<file path="src/rtl/swdi_pkg.sv">
// Shared types and constants for the stepper wave-drive indexer.
// No dependencies; used by swdi_slot and stepper_wave_drive_indexer.
package swdi_pkg;

  localparam int unsigned CoilCount  = 4;
  localparam int unsigned PhaseOutW  = 2;
  localparam int unsigned PosOutW    = 16;
  localparam int unsigned CfgW       = 16;
  localparam int unsigned InDataW    = 24;
  localparam int unsigned OutDataW   = 24;
  localparam int unsigned ApbAddrW   = 3;
  localparam int unsigned ApbDataW   = 32;

  // Register index, taken from paddr[2]
  typedef enum logic {
    REG_MAX_POSITION = 1'b0,
    REG_STEP_DELAY   = 1'b1
  } reg_idx_e;

  // Request kind carried on tuser
  typedef enum logic {
    MODE_MOVE = 1'b0,
    MODE_TICK = 1'b1
  } mode_e;

  typedef struct packed {
    logic                 busy_res;
    logic [PosOutW-1:0]   position;
    logic [PhaseOutW-1:0] phase;
    logic [CoilCount-1:0] coils;
  } result_t;

endpackage

</file>
<file path="src/rtl/stepper_wave_drive_indexer.sv">
// Top level of the four-coil wave-drive stepper indexer: APB registers,
// indexer state and the result register. Depends on swdi_pkg, swdi_slot.
//
//  channel   | dir | contents
//  s_axis    | in  | tuser = mode, tdata = step_count, direction
//  m_axis    | out | tdata = coils, phase, position, busy_res
//  apb       | in  | max_position @ 0x0, step_delay @ 0x4
//
// One request per cycle unless stalled; the result is registered on acceptance.
// State and result register update in the same cycle as acceptance.
// s_axis_tready is low only while a result waits and m_axis_tready is low.
// rst_ni clears all but res_q; max_position resets to 65535, step_delay to 1.
module stepper_wave_drive_indexer #(
  parameter int unsigned PHASE_COUNT   = 4,
  parameter int unsigned POSITION_BITS = 16
) (
  input  logic                            clk_i,
  input  logic                            rst_ni,
  input  logic                            s_axis_tvalid,
  output logic                            s_axis_tready,
  // [15:0] step_count, [16] direction, [23:17] zero
  input  logic [swdi_pkg::InDataW-1:0]    s_axis_tdata,
  // [0] mode
  input  logic                            s_axis_tuser,
  output logic                            m_axis_tvalid,
  input  logic                            m_axis_tready,
  // [3:0] coils, [5:4] phase, [21:6] position, [22] busy_res, [23] zero
  output logic [swdi_pkg::OutDataW-1:0]   m_axis_tdata,
  input  logic                            psel,
  input  logic                            penable,
  input  logic                            pwrite,
  input  logic [swdi_pkg::ApbAddrW-1:0]   paddr,
  input  logic [swdi_pkg::ApbDataW-1:0]   pwdata,
  output logic [swdi_pkg::ApbDataW-1:0]   prdata,
  output logic                            pready
);

  localparam int unsigned PhW  = $clog2(PHASE_COUNT);
  localparam int unsigned CfgW = swdi_pkg::CfgW;
  localparam int unsigned ExtW = (POSITION_BITS > swdi_pkg::PosOutW) ? POSITION_BITS
                                                                     : swdi_pkg::PosOutW;

  // Configuration registers
  logic [CfgW-1:0] max_pos_q, delay_q;
  logic            cfg_wr;
  swdi_pkg::reg_idx_e cfg_idx;

  assign pready  = 1'b1;
  assign cfg_wr  = psel & penable & pwrite & pready;
  assign cfg_idx = swdi_pkg::reg_idx_e'(paddr[2]);

  always_ff @(posedge clk_i or negedge rst_ni) begin
    if (!rst_ni) begin
      max_pos_q <= '1;
      delay_q   <= CfgW'(1);
    end else if (cfg_wr) begin
      unique case (cfg_idx)
        swdi_pkg::REG_MAX_POSITION: max_pos_q <= pwdata[CfgW-1:0];
        swdi_pkg::REG_STEP_DELAY:   delay_q   <= pwdata[CfgW-1:0];
        default: ;
      endcase
    end
  end

  always_comb begin
    unique case (cfg_idx)
      swdi_pkg::REG_MAX_POSITION: prdata = swdi_pkg::ApbDataW'(max_pos_q);
      swdi_pkg::REG_STEP_DELAY:   prdata = swdi_pkg::ApbDataW'(delay_q);
      default:                    prdata = '0;
    endcase
  end

  // Indexer state
  logic [PhW-1:0]                 phase_q, phase_d;
  logic [POSITION_BITS-1:0]       pos_q, pos_d;
  logic [CfgW-1:0]                slots_q, slots_d;
  logic [CfgW-1:0]                wait_q, wait_d;
  logic                           right_q, right_d;
  logic [swdi_pkg::CoilCount-1:0] coil_q, coil_d;

  logic              out_valid_q;
  swdi_pkg::result_t res_q, res_d;

  logic              in_acc;
  swdi_pkg::mode_e   mode;
  logic [CfgW-1:0]   count;
  logic              dir;
  logic [CfgW:0]     wait_inc;
  logic              tick_due;
  logic              run;

  logic                           slot_move;
  logic [PhW-1:0]                 slot_phase;
  logic [POSITION_BITS-1:0]       slot_pos;
  logic [swdi_pkg::CoilCount-1:0] slot_coils;
  logic [ExtW-1:0]                pos_ext;

  assign s_axis_tready = ~out_valid_q | m_axis_tready;
  assign in_acc        = s_axis_tvalid & s_axis_tready;
  assign mode          = swdi_pkg::mode_e'(s_axis_tuser);
  assign count         = s_axis_tdata[CfgW-1:0];
  assign dir           = s_axis_tdata[CfgW];

  // A zero delay compares true at once, so it acts like one
  assign wait_inc = {1'b0, wait_q} + (CfgW+1)'(1);
  assign tick_due = (slots_q != '0) && (wait_inc >= {1'b0, delay_q});
  assign run      = (mode == swdi_pkg::MODE_MOVE) ? (count != '0) : tick_due;
  assign right_d  = (mode == swdi_pkg::MODE_MOVE) ? dir : right_q;

  swdi_slot #(
    .PHASE_COUNT  (PHASE_COUNT),
    .POSITION_BITS(POSITION_BITS)
  ) u_slot (
    .phase_i  (phase_q),
    .pos_i    (pos_q),
    .right_i  (right_d),
    .max_pos_i(max_pos_q),
    .move_o   (slot_move),
    .phase_o  (slot_phase),
    .pos_o    (slot_pos),
    .coils_o  (slot_coils)
  );

  always_comb begin
    phase_d = phase_q;
    pos_d   = pos_q;
    coil_d  = coil_q;
    if (run && slot_move) begin
      phase_d = slot_phase;
      pos_d   = slot_pos;
      coil_d  = slot_coils;
    end
    if (mode == swdi_pkg::MODE_MOVE) begin
      slots_d = count - CfgW'(run);
      wait_d  = '0;
    end else begin
      slots_d = slots_q - CfgW'(run);
      if (slots_q == '0)  wait_d = wait_q;
      else if (tick_due)  wait_d = '0;
      else                wait_d = wait_inc[CfgW-1:0];
    end
  end

  assign pos_ext = ExtW'(pos_d);

  always_comb begin
    res_d.coils    = coil_d;
    res_d.phase    = swdi_pkg::PhaseOutW'(phase_d);
    res_d.position = pos_ext[swdi_pkg::PosOutW-1:0];
    res_d.busy_res = (slots_d != '0);
  end

  always_ff @(posedge clk_i or negedge rst_ni) begin
    if (!rst_ni) begin
      phase_q     <= '0;
      pos_q       <= '0;
      slots_q     <= '0;
      wait_q      <= '0;
      right_q     <= 1'b0;
      coil_q      <= '0;
      out_valid_q <= 1'b0;
    end else begin
      if (in_acc) begin
        phase_q <= phase_d;
        pos_q   <= pos_d;
        slots_q <= slots_d;
        wait_q  <= wait_d;
        right_q <= right_d;
        coil_q  <= coil_d;
      end
      if (in_acc)              out_valid_q <= 1'b1;
      else if (m_axis_tready)  out_valid_q <= 1'b0;
    end
  end

  always_ff @(posedge clk_i) begin
    if (in_acc) res_q <= res_d;
  end

  assign m_axis_tvalid = out_valid_q;
  assign m_axis_tdata  = swdi_pkg::OutDataW'(res_q);

  // Checks
  a_idle_no_wait: assert property (@(posedge clk_i) disable iff (!rst_ni)
    (slots_q == '0) |-> (wait_q == '0))
    else $error("wait count left over while idle");

  a_coil_onehot: assert property (@(posedge clk_i) disable iff (!rst_ni)
    $onehot0(coil_q))
    else $error("more than one coil driven");

  a_phase_range: assert property (@(posedge clk_i) disable iff (!rst_ni)
    (32'(phase_q) < PHASE_COUNT))
    else $error("phase out of range");

  a_idle_tick_still: assert property (@(posedge clk_i) disable iff (!rst_ni)
    (in_acc && mode == swdi_pkg::MODE_TICK && slots_q == '0) |=> $stable(pos_q))
    else $error("idle tick moved the position");

  a_one_step: assert property (@(posedge clk_i) disable iff (!rst_ni)
    in_acc |=> (pos_q == $past(pos_q) || pos_q == $past(pos_q) + POSITION_BITS'(1) ||
                pos_q == $past(pos_q) - POSITION_BITS'(1)))
    else $error("position moved more than one step");

endmodule

</file>
<file path="src/rtl/swdi_slot.sv">
// One step slot: limit test, phase wrap, position step and coil decode.
// Uses swdi_pkg for the coil count and configuration width.
module swdi_slot #(
  parameter int unsigned PHASE_COUNT   = 4,
  parameter int unsigned POSITION_BITS = 16,
  localparam int unsigned PhW          = $clog2(PHASE_COUNT)
) (
  input  logic [PhW-1:0]                   phase_i,
  input  logic [POSITION_BITS-1:0]         pos_i,
  input  logic                             right_i,
  input  logic [swdi_pkg::CfgW-1:0]        max_pos_i,
  output logic                             move_o,
  output logic [PhW-1:0]                   phase_o,
  output logic [POSITION_BITS-1:0]         pos_o,
  output logic [swdi_pkg::CoilCount-1:0]   coils_o
);

  localparam int unsigned CmpW = (POSITION_BITS > swdi_pkg::CfgW) ? POSITION_BITS
                                                                  : swdi_pkg::CfgW;
  localparam logic [PhW-1:0] PhLast = PhW'(PHASE_COUNT - 1);

  logic [CmpW-1:0] pos_ext, max_ext;

  assign pos_ext = CmpW'(pos_i);
  assign max_ext = CmpW'(max_pos_i);

  // Right is also blocked at the top of the counter
  assign move_o = right_i ? ((pos_ext < max_ext) && (pos_i != '1))
                          : (pos_i != '0);

  always_comb begin
    coils_o = '0;
    for (int unsigned i = 0; i < swdi_pkg::CoilCount; i++) begin
      if (32'(phase_i) == i) coils_o[i] = 1'b1;
    end
  end

  always_comb begin
    if (right_i) begin
      phase_o = (phase_i == PhLast) ? '0 : phase_i + PhW'(1);
      pos_o   = pos_i + POSITION_BITS'(1);
    end else begin
      phase_o = (phase_i == '0) ? PhLast : phase_i - PhW'(1);
      pos_o   = pos_i - POSITION_BITS'(1);
    end
  end

endmodule

</file>
<file path="config.mk">
export PLATFORM = sky130hd
export DESIGN_NAME = stepper_wave_drive_indexer
export DESIGN_NICKNAME = d
export VERILOG_FILES = /design/src/rtl/swdi_pkg.sv /design/src/rtl/stepper_wave_drive_indexer.sv /design/src/rtl/swdi_slot.sv
export SDC_FILE = /design/constraint.sdc
export NUM_CORES = 1
export LEC_CHECK = 0
export BUFFER_PORTS_ARGS = -buffer_cell sky130_fd_sc_hd__buf_2
export CAP_MARGIN = 20
export CORE_UTILIZATION = 55
export CTS_BUF_LIST = sky130_fd_sc_hd__clkbuf_8
export CTS_CLUSTER_SIZE = 25
export DETAILED_ROUTE_END_ITERATION = 12
export PLACE_DENSITY = 0.79
export SKIP_LAST_GASP = 1
export SYNTH_ARGS = -nofsm -noshare
export SYNTH_HDL_FRONTEND = slang
export SYNTH_SLANG_ARGS = --single-unit
</file>
<file path="constraint.sdc">
create_clock -name clk_i -period 6.8 [get_ports clk_i]
set_clock_uncertainty 0.05 [all_clocks]
set_input_delay 0.34 -clock clk_i [delete_from_list [all_inputs] [get_ports clk_i]]
set_output_delay 0.34 -clock clk_i [all_outputs]
set_load 0.02 [all_outputs]
</file>
==> metrics.cfg, run 1 <==
[global_routing]
grt_pass1_vias=5551
grt_pass1_wl_um=26700
grt_usage_pct=24.1
grt_overflow=0
antenna_found_initial=0
grt_max_degree=53

[clocking]
postCtsSetupRepairBufs=0
clk_pin_slew_ns=0.11
clock_path_buffers=2
hold_buffers=1
clk_root_buffer_cell=clkbuf_8
cts_resized=0
clock_sinks=111
cts_tree=yes
numCtsBuffers=9
cts-htree-levels=3
worstSkewPairLatency_ns=0.40

[final_layout]
mostFrequentLayoutCells=buf_2 (81), nand2_1 (74), dfrtp_1 (71)
drive_gt1_share_pct=24.8
num-fill-cells=1059
fin_nets=929
multiInputGateArea_sq_um=4090
utilization_pct=62.8
syn_to_final_growth_pct=9.19
diodes=0
final_common_cell=buf_2
regArea_sq_um=2910

[timing]
tightest_slew_ns=0.919
hold_viol=0
whs_ns=0.100
rsz0062_at_grt=no
max_freq_mhz=179
period_share_pct=82.0
finalSetupViolCount=0
slew_viol_final=0
min_period_ns=5.57
fin_tns_setup_ns=0
relSlewSlack_pct=37.1

[synthesis]
yosysTopAreaCellShare_pct=24.1
synth_cell_types=64
yosys_warnings=0
synth.avg_cell_area_sq_um=9.97
ys_ff_latch=111
synth_edf_count=23
synth_area_leaders=dfrtp_1 (24%), edfxtp_1 (9.4%), ha_1 (8.8%)
async_flop_share_pct=79.3
syn_inst=740
syn_area_sq_um=7380
ys_seq_area_share_pct=39.5
synth-main-ff-cell=dfrtp_1
yosysTopAreaCell=dfrtp_1

[pwr]
p_leak_uw=0.00372
comb_power_share_pct=46.3
seqPwrFrac_pct=38.6
clkPwrFrac_pct=15.1
switching_share_pct=39.7
ir_drop_mv=0.220
p_int_uw=1720
power_density_nw_per_um2=355
p_sw_uw=1140

[route]
wl_um=16400
wl_per_cell_um=16.6
drc=0
dr.pass1.iters=5
ant_nets=0
drt_iter0_drc=429
vias=5752
post_drt_via_cell_ratio=5.83

[critical_path]
critPathLaunchType=flop
crit_path_end_kind=flop
arrival_ns=5.67
startpoint=wait_q[3]
r2r_setup_slack_ns=1.23
r2r_end=m_axis_tdata[22]
path_class=reg2reg
worst_ep_required_time_ns=6.89
r2r_start=wait_q[3]
worst-r2r-cell-count=21
crit_fanout=10

[flow_run]
maxCapViolations=0

[placement]
dp_hpwl_um=11900
portBuffers=82
routabilityCongestion=0.886

[floorplan]
die_y_um=118
io_pins=126
floorplan.initialDensity_pct=57.5
rows=41
core_area_sq_um=12800
die_area_sq_um=13900
die_width_um=118

[hold_path]
whs_path_depth=2
min_to=m_axis_tvalid
hold_start=s_axis_tvalid
hold_class=in2reg

[outcome]
status=finished, final reports clean

cells in the mapped netlist, drive strengths merged, types with 7 or more instances:
cell / instances
nand2: 75
mux2: 72
dfrtp: 71
ha: 52
o21ai: 52
inv: 45
a21oi: 37
nor2: 29
xnor2: 29
buf: 28
nand3: 26
edfxtp: 23
xor2: 21
clkbuf: 17
dfstp: 17
nor3: 17
mux2i: 14
nor4: 13
o22ai: 11
nand4: 10
and3: 8
nand2b: 8
o31ai: 7
logic make-up (layout without fill, tap and decap cells):
logic type,after synthesis,in the layout,share of synthesized area [%]
AND/OR/NAND/NOR,212,212,14.5
AO/OA/AOI/OAI,136,136,11.1
flip-flops,111,111,39.5
buffers and inverters,90,148,5.90
multiplexers,86,86,13.9
adder cells (fa/ha/maj),53,53,9.09
XOR/XNOR,50,50,5.94
other,2,18,0.102
through the flow:
step           setup WS (ns)  total power [uW]  area (sq um)  instances
2_1_floorplan           1.96              2070          7440        756
3_3_place_gp            1.53              2330          7830        969
4_1_cts                 1.30              2850          8050        986
3_5_place_dp            1.34              2400          7830        969
5_1_grt                0.879              3040          8050        986
6_report                1.23              2860          8050        986
state kept, by name (all words and copies together), names as in the netlist:
name	flops
slots_q	16
right_q	1
m_axis_tdata	23
max_pos_q	16
phase_q	2
pos_q	16
wait_q	16
coil_q	4
delay_q	16
m_axis_tvalid	1
per-layer routing:
metal | wire length, um | GRT usage [%]
met4 | 279 | 7.77
met3 | 837 | 4.89
met5 | 0 | 0
met1 | 7310 | 31.1
met2 | 7950 | 40.5
area by class of cell:
type                       count  share of cell area [%]
tap                          172                    2.67
clock buffer                   9                    1.54
multi-input combinational    555                    50.8
timing repair buffer          87                    5.62
clock inverter                 7                    1.10
sequential                   111                    36.2
inverter                      45                    2.10
power by group through the flow:
stage	sequential, uW	combinational [uW]	clock (uW)
2_1_floorplan	1100	969	0
3_3_place_gp	1090	1230	0
3_5_place_dp	1110	1300	0
4_1_cts	1100	1310	445
5_1_grt	1130	1450	468
6_report	1100	1320	432
how the worst max path moves through the flow:
stage | end | slack, ns | depth (start not counted)
global placement | m_axis_tdata[22] | 1.53 | 21
global route | m_axis_tdata[22] | 0.88 | 21
detailed placement | m_axis_tdata[22] | 1.34 | 19
finish | m_axis_tdata[22] | 1.23 | 21
floorplan | m_axis_tdata[22] | 1.96 | 23
CTS | m_axis_tdata[22] | 1.30 | 19
worst max-delay path, cell delays in order (launching register included):
cell and delay (ns):
dfrtp_1 0.45, nand3_1 0.14, nor2_1 0.23, and3_1 0.36
nand2_1 0.09, nor2_1 0.14, xnor2_1 0.16, inv_1 0.07
ha_1 0.28, nand3_1 0.11, nor4_1 0.35, o31ai_1 0.16
o211a_1 0.31, nor2_1 0.18, ha_1 0.23, ha_1 0.33
o211ai_2 0.18, nor3b_2 0.34, and2b_1 0.21, xnor2_1 0.09
or3_1 0.35, or4_1 0.50
No activity file was read; power rests on OpenSTA's default activity.
==> inputs of run 2 (changes only) <==
Settings changed: ABC_AREA set to 1, CORE_UTILIZATION 55 to 53, PLACE_DENSITY 0.79 to 0.8.
Clock period 6.8 ns to 4.93 ns, I/O delays scaled along.
==> metrics.cfg, run 2 <==
[outcome]
status=finished, final reports clean

[critical_path]
path_class=reg2reg
critPathLaunchType=flop
critPathMostFrequentCell=nand2_1
crit_path_end_kind=flop
worst_ep_required_time_ns=5.04  ; -1.85 ns
r2r_setup_slack_ns=0.46  ; -0.77 ns
arrival_ns=4.58  ; -1.09 ns
worst_path_max_delay_cell=dfrtp_1
r2r_end=m_axis_tdata[22]
r2r_start=wait_q[1]
crit_fanout=6  ; -4
critPathMaxStageDelay_ns=0.40  ; -0.10 ns
worst-r2r-cell-count=28  ; +33%

[global_routing]
use_met2_pct=41.8  ; +1.3 points
grt_max_degree=65  ; +23%
busiest_layer=met2
globalRouteMet3Util_pct=3.89  ; -1.0 points
grt_pass1_vias=6456  ; +16%
grt_pass1_wl_um=30300  ; +14%
grt_overflow=0  ; unchanged
grt.met1_usage_pct=35.6  ; +4.5 points
antenna_found_initial=0  ; unchanged
grt_usage_pct=26.4  ; +2.3 points

[route]
wl_um=18000  ; +10%
wl_per_cell_um=14.2  ; -15%
vias=6749  ; +17%
drt_iter0_drc=388  ; -9.6%
ant_nets=0  ; unchanged
dr.pass1.iters=5  ; unchanged
post_drt_via_cell_ratio=5.31  ; -9.0%
drc=0  ; unchanged

[timing]
hold_viol=0  ; unchanged
period_share_pct=90.7  ; +8.7 points
fin_tns_setup_ns=0  ; unchanged
finalSetupViolCount=0  ; unchanged
relSlewSlack_pct=38.1  ; +1.0 points
max_freq_mhz=224  ; +25%
slew_viol_final=0  ; unchanged
min_period_ns=4.47  ; -1.10 ns
tightest_slew_ns=0.926  ; +0.00643 ns

[clocking]
numCtsBuffers=9  ; unchanged
worstSkewPairLatency_ns=0.41  ; about the same
cts_tree=yes
clk_pin_slew_ns=0.10  ; about the same
cts-htree-levels=3  ; unchanged
clk_root_buffer_cell=clkbuf_8
clock_path_buffers=2  ; unchanged
clock_sinks=111  ; unchanged

[synthesis]
synth-main-ff-cell=dfrtp_1
synth_commonest_cells=nand2_1 (291), inv_1 (140), o21ai_0 (78)
synth_edf_count=23  ; unchanged
async_flop_share_pct=79.3  ; unchanged
yosys_warnings=0  ; unchanged
yosysTopAreaCellShare_pct=23.3  ; -0.77 points
ys_seq_area_share_pct=38.2  ; -1.3 points
synth_area_leaders=dfrtp_1 (23%), nand2_1 (14%), edfxtp_1 (9.1%)
ys_ff_latch=111  ; unchanged
syn_inst=1014  ; +37%
synth.avg_cell_area_sq_um=7.51  ; -25%
syn_area_sq_um=7620  ; +3.3%
synth_cell_types=48  ; -25%
yosysTopAreaCell=dfrtp_1
synth.most_common_cell=nand2_1

[pwr]
p_int_uw=2130  ; +24%
p_leak_uw=0.00429  ; +15%
p_sw_uw=1730  ; +53%
comb_power_share_pct=49.6  ; +3.3 points
seqPwrFrac_pct=37.4  ; -1.2 points
switching_share_pct=44.9  ; +5.1 points
clkPwrFrac_pct=12.9  ; -2.2 points
finalPower_uw=3870  ; +35%
power_density_nw_per_um2=467  ; +32%
ir_drop_mv=0.243  ; +10%

[floorplan]
floorplan.initialDensity_pct=54.7  ; -2.8 points
die_area_sq_um=14900  ; +7.1%
io_pins=126  ; unchanged
core_area_sq_um=13900  ; +8.7%
die_y_um=122  ; +3.5%
rows=43  ; +4.9%
die_width_um=122  ; +3.5%

[placement]
portBuffers=82  ; unchanged
dp_hpwl_um=13600  ; +15%
post-place-cells=1251  ; +29%
routabilityCongestion=0.921  ; +3.9%

[flow_run]
maxCapViolations=0  ; unchanged

[hold_path]
whs_path_depth=3  ; +1
hold_start=pwdata[0]
min_to=delay_q[0]
hold_class=in2reg

[final_layout]
fin_nets=1206  ; +30%
drive_gt1_share_pct=14.8  ; -10 points
syn_to_final_growth_pct=8.64
utilization_pct=59.4  ; -3.4 points
mostFrequentLayoutCells=nand2_1 (291), inv_1 (143), buf_2 (81)
diodes=0  ; unchanged
fin_cells=1271  ; +29%
final_common_cell=nand2_1
largest_reg_flops=23  ; unchanged

run 2: cell types whose count changed after synthesis, sizes merged, moves of 18 or more:
cell   previous run  this run
inv              45       146
o21ai            52        94
nand3            26        52
mux2             72         0
nor2             29        64
xnor2            29        11
nand2            75       300
run 2: worst max path at each step:
stage | from | end | cells past startpoint
2_1_floorplan | wait_q[0] | m_axis_tdata[22] | 31
3_5_place_dp | wait_q[0] | m_axis_tdata[22] | 29
3_3_place_gp | wait_q[0] | m_axis_tdata[22] | 30
5_1_grt | wait_q[1] | m_axis_tdata[22] | 28
4_1_cts | wait_q[0] | m_axis_tdata[22] | 30
6_report | wait_q[1] | m_axis_tdata[22] | 28
run 2: metal layers:
metal  vias to the layer above  wire length [um]  part of all wire [%]
met3                        34               820                   4.5
met2                       172              8410                    47
li1                       3380                 -                     -
met4                         0               534                   3.0
met5                         -                 0                     0
met1                      3163              8260                    46
run 2: critical path, delay by kind of cell, from the launching register on:
| kind | cells | cell delay (ns) |
|---|---|---|
| AND/OR/NAND/NOR | 19 | 1.89 |
| adder cells (fa/ha/maj) | 4 | 1.03 |
| AO/OA/AOI/OAI | 3 | 0.57 |
| flip-flops | 1 | 0.40 |
| XOR/XNOR | 1 | 0.21 |
| buffers and inverters | 1 | 0.07 |
run 2: logic make-up (layout without fill, tap and decap cells):
kind of cell,after synthesis,in the layout,share of synthesized area (%)
DFF,111,111,38.2
and+or+nand+nor,463,463,26.2
adders and majority gates,53,53,8.80
other,2,18,0.0986
AOI/OAI and AO/OA,163,163,12.2
xor gates and xnor gates,30,30,3.45
buffers and inverters,192,253,11.0
run 2: per-stage QoR:
step | setup WS [ns] | hold WS, ns | area [sq um]
floorplan | 0.770 | -0.0991 | 7680
global placement | 0.455 | 0.224 | 8060
detailed placement | 0.387 | 0.219 | 8060
CTS | 0.347 | 0.00111 | 8250
global route | -0.0127 | 0.0343 | 8280
finish | 0.460 | 0.0143 | 8280
run 2: timing repair:
item,4_1_cts,5_1_grt
endpoints found under the hold margin,32,0
hold buffers,2,0
endpoints found under the setup margin,0,1
resized for setup,0,4
setup buffers,0,2
run 2: final cells by class:
cell class / instances / area, sq um
Sequential cell: 111 / 2910
Multi-Input combinational cell: 727 / 3940
Clock inverter: 7 / 40.0
Inverter: 147 / 554
Timing Repair Buffer: 90 / 478
Tap cell: 180 / 225
Clock buffer: 9 / 124
Fill cell: 1273 / 5660
run 2: power groups by stage:
stage	Clock [uW]	Sequential (uW)	Combinational [uW]
after floorplan	0	1480	1390
after global placement	0	1450	1860
after detailed placement	0	1460	1900
after CTS	512	1440	1910
after global routing	545	1480	2190
final	500	1450	1920
==> inputs of run 3 (changes only) <==
Settings changed: CORE_UTILIZATION 53 to 30, HOLD_SLACK_MARGIN set to 0.02, PLACE_DENSITY 0.8 to 0.51, SKIP_LAST_GASP 1 to not set.
==> metrics.cfg, run 3 (synthesis results as in run 2) <==
[critical_path]
arrival_ns=4.55  ; -0.03 ns
r2r_start=wait_q[0]
worst-r2r-cell-count=29  ; +3.6%
path_class=reg2reg
cp_top_family=simple AND/OR/NAND/NOR gates
r2r_end=m_axis_tdata[22]
r2r_setup_slack_ns=0.48  ; +0.02 ns
worst_ep_required_time_ns=5.03  ; about the same
critPathMostFrequentCell=nand2_1
crit_fanout=6  ; unchanged
worst_path_max_delay_cell=dfrtp_1
worst-path-buf-inv=2  ; +1
critPathMaxStageDelay_ns=0.43  ; +0.03 ns
crit_path_end_kind=flop
critPathLaunchType=flop
path_depth=29  ; +3.6%

[clocking]
cts_tree=yes
worstSkewPairLatency_ns=0.39  ; -0.02 ns
numCtsBuffers=9  ; unchanged
clk_root_buffer_cell=clkbuf_8
clk_pin_slew_ns=0.11  ; about the same
clock_sinks=111  ; unchanged
cts-htree-levels=3  ; unchanged
clock_path_buffers=2  ; unchanged

[pwr]
seqPwrFrac_pct=36.4  ; -1.0 points
p_int_uw=2200  ; +3.2%
p_leak_uw=0.00431  ; +0.37%
power_density_nw_per_um2=466  ; -0.23%
ir_drop_mv=0.170  ; -30%
clkPwrFrac_pct=15.0  ; +2.1 points
comb_power_share_pct=48.6  ; -1.0 points
p_sw_uw=1770  ; +1.8%
switching_share_pct=44.5  ; -0.33 points

[global_routing]
grt_max_degree=65  ; unchanged
grt.met1_usage_pct=21.7  ; -14 points
use_met2_pct=26.0  ; -16 points
grt_overflow=0  ; unchanged
globalRouteMet3Util_pct=2.21  ; -1.7 points
busiest_layer=met2
grt_pass1_wl_um=32700  ; +8.1%
grt_pass1_vias=6311  ; -2.2%
grt_usage_pct=15.9  ; -10 points
antenna_found_initial=0  ; unchanged

[timing]
min_period_ns=4.45  ; -0.0223 ns
tightest_slew_ns=1.01  ; +0.0817 ns
finalWorstSetupSlack_ns=0.483  ; +0.0223 ns
finalSetupViolCount=0  ; unchanged
whs_ns=0.0419  ; +0.0277 ns
hold_viol=0  ; unchanged
slew_viol_final=0  ; unchanged
relSlewSlack_pct=32.7  ; -5.5 points
period_share_pct=90.2  ; -0.45 points
fin_tns_setup_ns=0  ; unchanged
rsz0062_at_grt=no
max_freq_mhz=225  ; +0.50%

[route]
post_drt_via_cell_ratio=4.55  ; -14%
dr.pass1.iters=5  ; unchanged
drt_iter0_drc=390  ; +0.52%
ant_nets=0  ; unchanged
wl_um=19700  ; +9.1%
vias=6439  ; -4.6%
wl_per_cell_um=13.9  ; -2.1%
drc=0  ; unchanged

[hold_path]
whs_path_depth=3  ; unchanged
min_to=max_pos_q[8]
hold_start=pwdata[8]
hold_class=in2reg

[placement]
post-place-ws_ns=0.349  ; -0.0377 ns
dp_hpwl_um=14600  ; +7.3%
routabilityCongestion=0.893  ; -3.0%
portBuffers=82  ; unchanged

[floorplan]
die_area_sq_um=26000  ; +75%
floorplan.initialDensity_pct=31.0  ; -24 points
rows=57  ; +33%
die_y_um=161  ; +32%
core_area_sq_um=24600  ; +77%
die_width_um=161  ; +32%
io_pins=126  ; unchanged

[final_layout]
drive_gt1_share_pct=15.0  ; +0.17 points
regArea_sq_um=2910  ; unchanged
fin_nets=1207  ; +0.083%
largest_reg_flops=23  ; unchanged
final_common_cell=nand2_1
mostFrequentLayoutCells=nand2_1 (291), inv_1 (141), buf_2 (81)
multiInputGateArea_sq_um=3940  ; about the same
num-fill-cells=2679  ; +110%
syn_to_final_growth_pct=11.7
diodes=0  ; unchanged

[outcome]
status=finished, final reports clean

[flow_run]
maxCapViolations=0  ; unchanged

[run 3: worst max path at each step]
stage / startpoint / endpoint
2_1_floorplan: wait_q[0] / m_axis_tdata[22]
3_3_place_gp: wait_q[0] / m_axis_tdata[22]
3_5_place_dp: wait_q[0] / m_axis_tdata[22]
4_1_cts: wait_q[0] / m_axis_tdata[22]
5_1_grt: wait_q[0] / m_axis_tdata[22]
6_report: wait_q[0] / m_axis_tdata[22]
[run 3: timing repair]
action,CTS,global route
buffers inserted,0,0
hold buffers,4,0
hold endpoints to repair,34,0
endpoints found under the setup margin,0,1
resized for setup,0,4
[run 3: final cells by class]
type	count	share of cell area, %
tap	324	4.76
sequential	111	34.2
clock inverter	6	0.809
inverter	147	6.51
clock buffer	10	1.62
multi-input combinational	727	46.3
timing repair buffer	91	5.76
[run 3: worst register-to-register path, delay by kind of cell (launching register included)]
kind / cells / cell delay, ns
compound gates: 2 / 0.35
flops: 1 / 0.43
fa+ha+maj: 4 / 1.04
buf+inv: 2 / 0.13
simple gates: 20 / 2.02
xor+xnor: 1 / 0.22
[run 3: power groups by stage]
stage / Combinational [uW] / Clock, uW / Sequential [uW]
after floorplan: 1390 / 0 / 1480
after global placement: 1920 / 0 / 1460
after detailed placement: 1930 / 0 / 1470
after CTS: 1940 / 623 / 1450
after global routing: 2220 / 657 / 1480
final: 1930 / 594 / 1440
[run 3: metal layers]
layer / part of all wire (%) / up-vias
met1: 49 / 2939
li1: - / 3366
met3: 3.2 / 20
met4: 2.1 / 0
met2: 45 / 114
met5: 0 / -
[run 3: metrics by stage]
stage | cell area [sq um] | utilization (%) | cells | power [uW]
after floorplan | 7680 | - | 1030 | 2870
after global placement | 8250 | 33.5 | 1396 | 3380
after detailed placement | 8250 | 33.5 | 1396 | 3390
after CTS | 8500 | 34.5 | 1416 | 4020
after global routing | 8510 | 34.6 | 1416 | 4360
final | 8510 | 34.6 | 1416 | 3960
